## src/sv/dac_pkg.sv

```systemverilog
// shared widths, types and constants of the dihedral angle cosine unit
`timescale 1ns / 1ps
`default_nettype none

package dac_pkg;

	localparam int COORD_BITS    = 20;
	localparam int COS_FRAC_BITS = 14;

	localparam int DIFF_W  = COORD_BITS + 1;
	localparam int NMAG_W  = 2 * DIFF_W - 1;
	localparam int NRM_W   = NMAG_W + 1;
	localparam int HLO_W   = (NMAG_W + 1) / 2;
	localparam int HHI_W   = NMAG_W - HLO_W;
	localparam int HLL_W   = 2 * HLO_W;
	localparam int HHH_W   = 2 * HHI_W;
	localparam int HMX_W   = HLO_W + HHI_W;
	localparam int MID_W   = HMX_W + 1;
	localparam int SQ_W    = 2 * NMAG_W;
	localparam int SUM_W   = SQ_W + 2;
	localparam int DOT_W   = SUM_W + 1;
	localparam int LIMBS   = 4;
	localparam int LIMB_W  = (SUM_W + LIMBS - 1) / LIMBS;
	localparam int PROD_W  = 2 * SUM_W;
	localparam int REM_W   = PROD_W + 1;
	localparam int QUO_W   = 2 * COS_FRAC_BITS + 3;
	localparam int ROOT_W  = (QUO_W + 1) / 2;
	localparam int COS_W   = COS_FRAC_BITS + 2;
	localparam int COS_ONE = 1 << COS_FRAC_BITS;
	localparam int GEOM_ST = 10;
	localparam int PROD_ST = 5;

	localparam int NXT1 [3] = '{1, 2, 0};
	localparam int NXT2 [3] = '{2, 0, 1};

	typedef logic signed [COORD_BITS-1:0] coord_t;
	typedef logic signed [DIFF_W-1:0]     diff_t;
	typedef logic signed [NRM_W-1:0]      nrm_t;
	typedef logic [NMAG_W-1:0]            nmag_t;
	typedef logic [HLL_W-1:0]             hll_t;
	typedef logic [HHH_W-1:0]             hhh_t;
	typedef logic [HMX_W-1:0]             hmx_t;
	typedef logic [MID_W-1:0]             mid_t;
	typedef logic [SQ_W-1:0]              sq_t;
	typedef logic [SUM_W-1:0]             sum_t;
	typedef logic signed [DOT_W-1:0]      dot_t;
	typedef logic [LIMBS*LIMB_W-1:0]      lext_t;
	typedef logic [2*LIMB_W-1:0]          pp_t;
	typedef logic [3*LIMB_W:0]            pr_t;
	typedef logic [5*LIMB_W+1:0]          row_t;
	typedef logic [6*LIMB_W+2:0]          hr_t;
	typedef logic [PROD_W-1:0]            prod_t;
	typedef logic [REM_W-1:0]             rem_t;
	typedef logic [QUO_W-1:0]             quo_t;
	typedef logic [ROOT_W-1:0]            root_t;
	typedef logic [2*ROOT_W-1:0]          sqw_t;
	typedef logic signed [COS_W-1:0]      cos_t;

	typedef struct packed {
		logic neg;
		logic degen;
	} tag_t;

endpackage

`default_nettype wire

```

## src/sv/dac_sqrt.sv

```systemverilog
// integer square root, one root bit per stage
`timescale 1ns / 1ps
`default_nettype none

module dac_sqrt (
	input  wire                 clk,
	input  wire                 arst_n,
	input  wire                 en,
	input  wire                 vld_i,
	input  wire dac_pkg::quo_t  quo,
	input  wire dac_pkg::tag_t  tag_i,
	output logic                vld_o,
	output dac_pkg::root_t      root,
	output dac_pkg::tag_t       tag_o
);

	localparam int N = dac_pkg::ROOT_W;

	dac_pkg::quo_t  x_s [N-1];
	dac_pkg::root_t r_s [N];
	dac_pkg::tag_t  tg_s [N];
	logic           vld_s [N];

	for (genvar k = 0; k < N; k++) begin : g_st
		dac_pkg::root_t r_prev;
		dac_pkg::quo_t  x_prev;
		dac_pkg::tag_t  t_prev;
		logic           v_prev;
		dac_pkg::root_t trial;
		dac_pkg::sqw_t  tsq;
		logic           fit;

		if (k == 0) begin : g_head
			assign r_prev = '0;
			assign x_prev = quo;
			assign t_prev = tag_i;
			assign v_prev = vld_i;
		end else begin : g_body
			assign r_prev = r_s[k-1];
			assign x_prev = x_s[k-1];
			assign t_prev = tg_s[k-1];
			assign v_prev = vld_s[k-1];
		end

		assign trial = r_prev | (dac_pkg::root_t'(1) << (N - 1 - k));
		assign tsq   = dac_pkg::sqw_t'(trial) * dac_pkg::sqw_t'(trial);
		assign fit   = tsq <= dac_pkg::sqw_t'(x_prev);

		if (k < N - 1) begin : g_x
			always_ff @(posedge clk) begin
				if (en) begin
					x_s[k] <= x_prev;
				end
			end
		end

		always_ff @(posedge clk) begin
			if (en) begin
				r_s[k]  <= fit ? trial : r_prev;
				tg_s[k] <= t_prev;
			end
		end

		always_ff @(posedge clk or negedge arst_n) begin
			if (!arst_n) begin
				vld_s[k] <= 1'b0;
			end else if (en) begin
				vld_s[k] <= v_prev;
			end
		end
	end

	assign vld_o = vld_s[N-1];
	assign root  = r_s[N-1];
	assign tag_o = tg_s[N-1];

endmodule

`default_nettype wire

```

## config.mk

```make
export PLATFORM = sky130hd
export DESIGN_NAME = dac_sqrt
export DESIGN_NICKNAME = d
export VERILOG_FILES = /design/src/sv/dac_pkg.sv /design/src/sv/dac_sqrt.sv
export SDC_FILE = /design/constraint.sdc
export NUM_CORES = 2
export LEC_CHECK = 0
export ABC_AREA = 0
export BUFFER_PORTS_ARGS = -buffer_cell sky130_fd_sc_hd__buf_2
export CAP_MARGIN = 40
export CORE_MARGIN = 3
export CORE_UTILIZATION = 60
export DETAILED_ROUTE_END_ITERATION = 10
export GPL_TIMING_DRIVEN = 1
export PLACE_DENSITY_LB_ADDON = 0.15
export SYNTH_ARGS = -nofsm -noshare
export SYNTH_HDL_FRONTEND = slang
export SYNTH_SLANG_ARGS = --single-unit
```

## constraint.sdc

```tcl
create_clock -name clk -period 6.85 [get_ports clk]
set_input_delay 1.37 -clock clk [delete_from_list [all_inputs] [get_ports clk]]
set_output_delay 1.37 -clock clk [all_outputs]
set_load 0.01 [all_outputs]
```

==> impl_metrics.json <==
{
  "numCtsBuffers": 72,
  "cts_buffer_depth": 3,
  "htreeDepth": 3,
  "status": "finished, violations left",
  "die_width_um": 340,
  "rsz0062_at_grt": "yes",
  "fin_skew_ps": 74.0,
  "numClockSinks": 649,
  "die-area_mm2": 0.116,
  "max_stage_delay_ps": 570,
  "layout-drive-gt1-share_pct": 19.3,
  "synth-edff-count": 633,
  "required_ps": 7320,
  "hp-class": "flip-flop to flip-flop",
  "grt_pass1_vias": 47585,
  "io_pins": 56,
  "synth_ff_type": "edfxtp_1",
  "cp_max_fo": 6,
  "ant_nets": 0,
  "cp_num_buf_inv": 4,
  "synthCells": 6080,
  "syn_area_per_cell_um2": 11.0,
  "ys_seq_elements": 649,
  "track_usage_pct": 26.0,
  "timing.final.ws_setup_ps": -458,
  "start_kind": "flip-flop",
  "slew_viol_final": 0,
  "crit_path_end_kind": "flip-flop",
  "violations": "setup timing",
  "clock_latency_ps": 650,
  "synth_nets": 8002,
  "wl_mm": 148,
  "finalSetupTns_ps": -937,
  "cp_common_cell": "fa_1",
  "cts_tree": "done",
  "antenna_found_initial": 1,
  "grt_start_max_net_pins": 186,
  "cp.arrival_ps": 7780,
  "yosysTopAreaCell": "edfxtp_1",
  "num_vias": 44556,
  "worstMarginPinSlew_ps": 1010,
  "hold_buffers": 0,
  "core_region_area_mm2": 0.110,
  "setup_viol": 3,
  "drt-initial-drc-count": 2386,
  "worst_path_max_delay_cell": "fa_1",
  "path_class": "flip-flop to flip-flop",
  "root_buffer": "clkbuf_16",
  "fp-row-count": 121,
  "drc": 0,
  "grt_pass1_wl_mm": 241,
  "clk_pin_slew_worst_paths_ps": 60,
  "period_share_pct": 107,
  "overflow": 0,
  "via_per_inst": 5.31,
  "synthArstFlopShare_pct": 2.47,
  "start_util_pct": 61.0,
  "fmax_ghz": 0.137,
  "synth-seq-area-share_pct": 29.0,
  "firstDrtPassIters": 6,
  "worst-r2r-setup-slack_ps": -460,
  "ys_types": 86,
  "drv_cap": 0,
  "fin_crit_ps": 7310,
  "layout_common_cells": "1384 x inv_1, 1025 x ha_1, 777 x fa_1, 665 x buf_4, 633 x edfxtp_1",
  "port_buffers": 55,
  "die_h_um": 340,
  "synth_area_mm2": 0.0670,
  "dp_hpwl_mm": 119,
  "crit_family": "adder cells",
  "synth_top_area_share_pct": 28.4,
  "slew_headroom_pct": 32.5,
  "routabilityCongestion": 0.919,
  "hold_violations": 0,
  "area_growth_pct": 18.0,
  "yosys_warnings": 0,
  "layout_commonest_cell": "inv_1",
  "fin_nets": 8780,
  "synth_area_leaders": "edfxtp_1 28%, fa_1 24%, ha_1 20%, inv_1 8.1%, xnor2_1 2.9%",
  "wl_per_cell_um": 17.6
}
flip-flops by register name, indices dropped and copies added, names as in the netlist:
register / flops
g_st.v_prev: 15
r_s: 136
vld_o: 1
tg_s: 32
x_s: 465
through the flow:
stage,std cells,hold slack (ps),setup slack (ps),utilization [%],instance area [um^2]
after floorplan,6080,400,-4.63,-,67500
after global placement,8105,402,-655,67.0,73600
after detailed placement,8106,405,-651,67.0,73700
after CTS,8349,406,-437,71.0,78000
after global routing,8387,423,-805,72.0,79100
final,8388,416,-458,72.0,79100
final timing paths:
check,to,startpoint,cells after the start
max in group asynchronous,g_st[4].v_prev,arst_n,1
hold / removal,tg_s[7][0],tg_s[6][2],0
setup / recovery,r_s[15][0],r_s[14][4],29
min in group asynchronous,g_st[2].v_prev,arst_n,1
hold reg to reg,tg_s[7][0],tg_s[6][2],0
setup reg to reg,r_s[15][0],r_s[14][4],29
cells in the mapped netlist, types with 4 or more instances:
library cell / number
inv_1: 1441
ha_1: 1087
fa_1: 798
edfxtp_1: 633
nand2_1: 329
and2_1: 223
xnor2_1: 223
nor2_1: 202
a21oi_1: 170
a21o_1: 103
o21ai_0: 101
clkbuf_1: 89
nor2b_1: 60
nand4_1: 58
xor2_1: 48
nand2b_1: 41
nor3_1: 41
nor4_1: 41
nand3_1: 37
mux2_2: 30
o21a_1: 29
a31oi_1: 27
o21bai_1: 24
or2_2: 22
and3_1: 19
a211oi_1: 18
dfrtp_1: 16
a21boi_0: 11
nor4b_1: 11
o211ai_1: 11
and4_1: 10
o311ai_0: 8
nor3b_1: 7
o31ai_1: 7
or3_1: 6
or4_1: 6
nand3b_1: 5
o2111ai_1: 5
a2111oi_0: 4
a31o_2: 4
and4b_1: 4
o31a_1: 4
cell families (layout without fill, tap and decap cells):
logic type | Yosys count | in the layout | synth area share, %
fa+ha+maj | 1886 | 1886 | 44.1
buf+inv | 1535 | 2366 | 8.59
simple gates | 1133 | 1133 | 8.63
flops | 649 | 649 | 29.0
compound gates | 576 | 576 | 5.65
xor+xnor | 271 | 271 | 3.54
mux | 30 | 30 | 0.504
other cells | 0 | 1 | 0
cell type report:
type / count / area [um^2]
timing repair buffer: 795 / 6260
multi-input combinational: 3896 / 43700
tap: 1476 / 1850
antenna: 1 / 2.50
clock buffer: 85 / 1850
sequential: 649 / 19400
fill: 7795 / 30800
inverter: 1444 / 5450
clock inverter: 42 / 574
metal layers:
| layer | vias to the layer above | track usage (%) | part of all wire (%) |
|---|---|---|---|
| met5 | - | 0 | 0 |
| met4 | 0 | 7.59 | 2.9 |
| met3 | 258 | 3.22 | 4.5 |
| met2 | 882 | 45.3 | 50 |
| met1 | 22094 | 34.2 | 42 |
| li1 | 21322 | - | - |
repair_timing:
action,CTS,global route
pin swaps,272,194
gates cloned,0,1
setup buffers,119,39
setup endpoints to repair,8,8
resized for setup,250,194
Power is not shown: default switching activity piles up to over one toggle a cycle in this logic, so the estimate is an artifact.
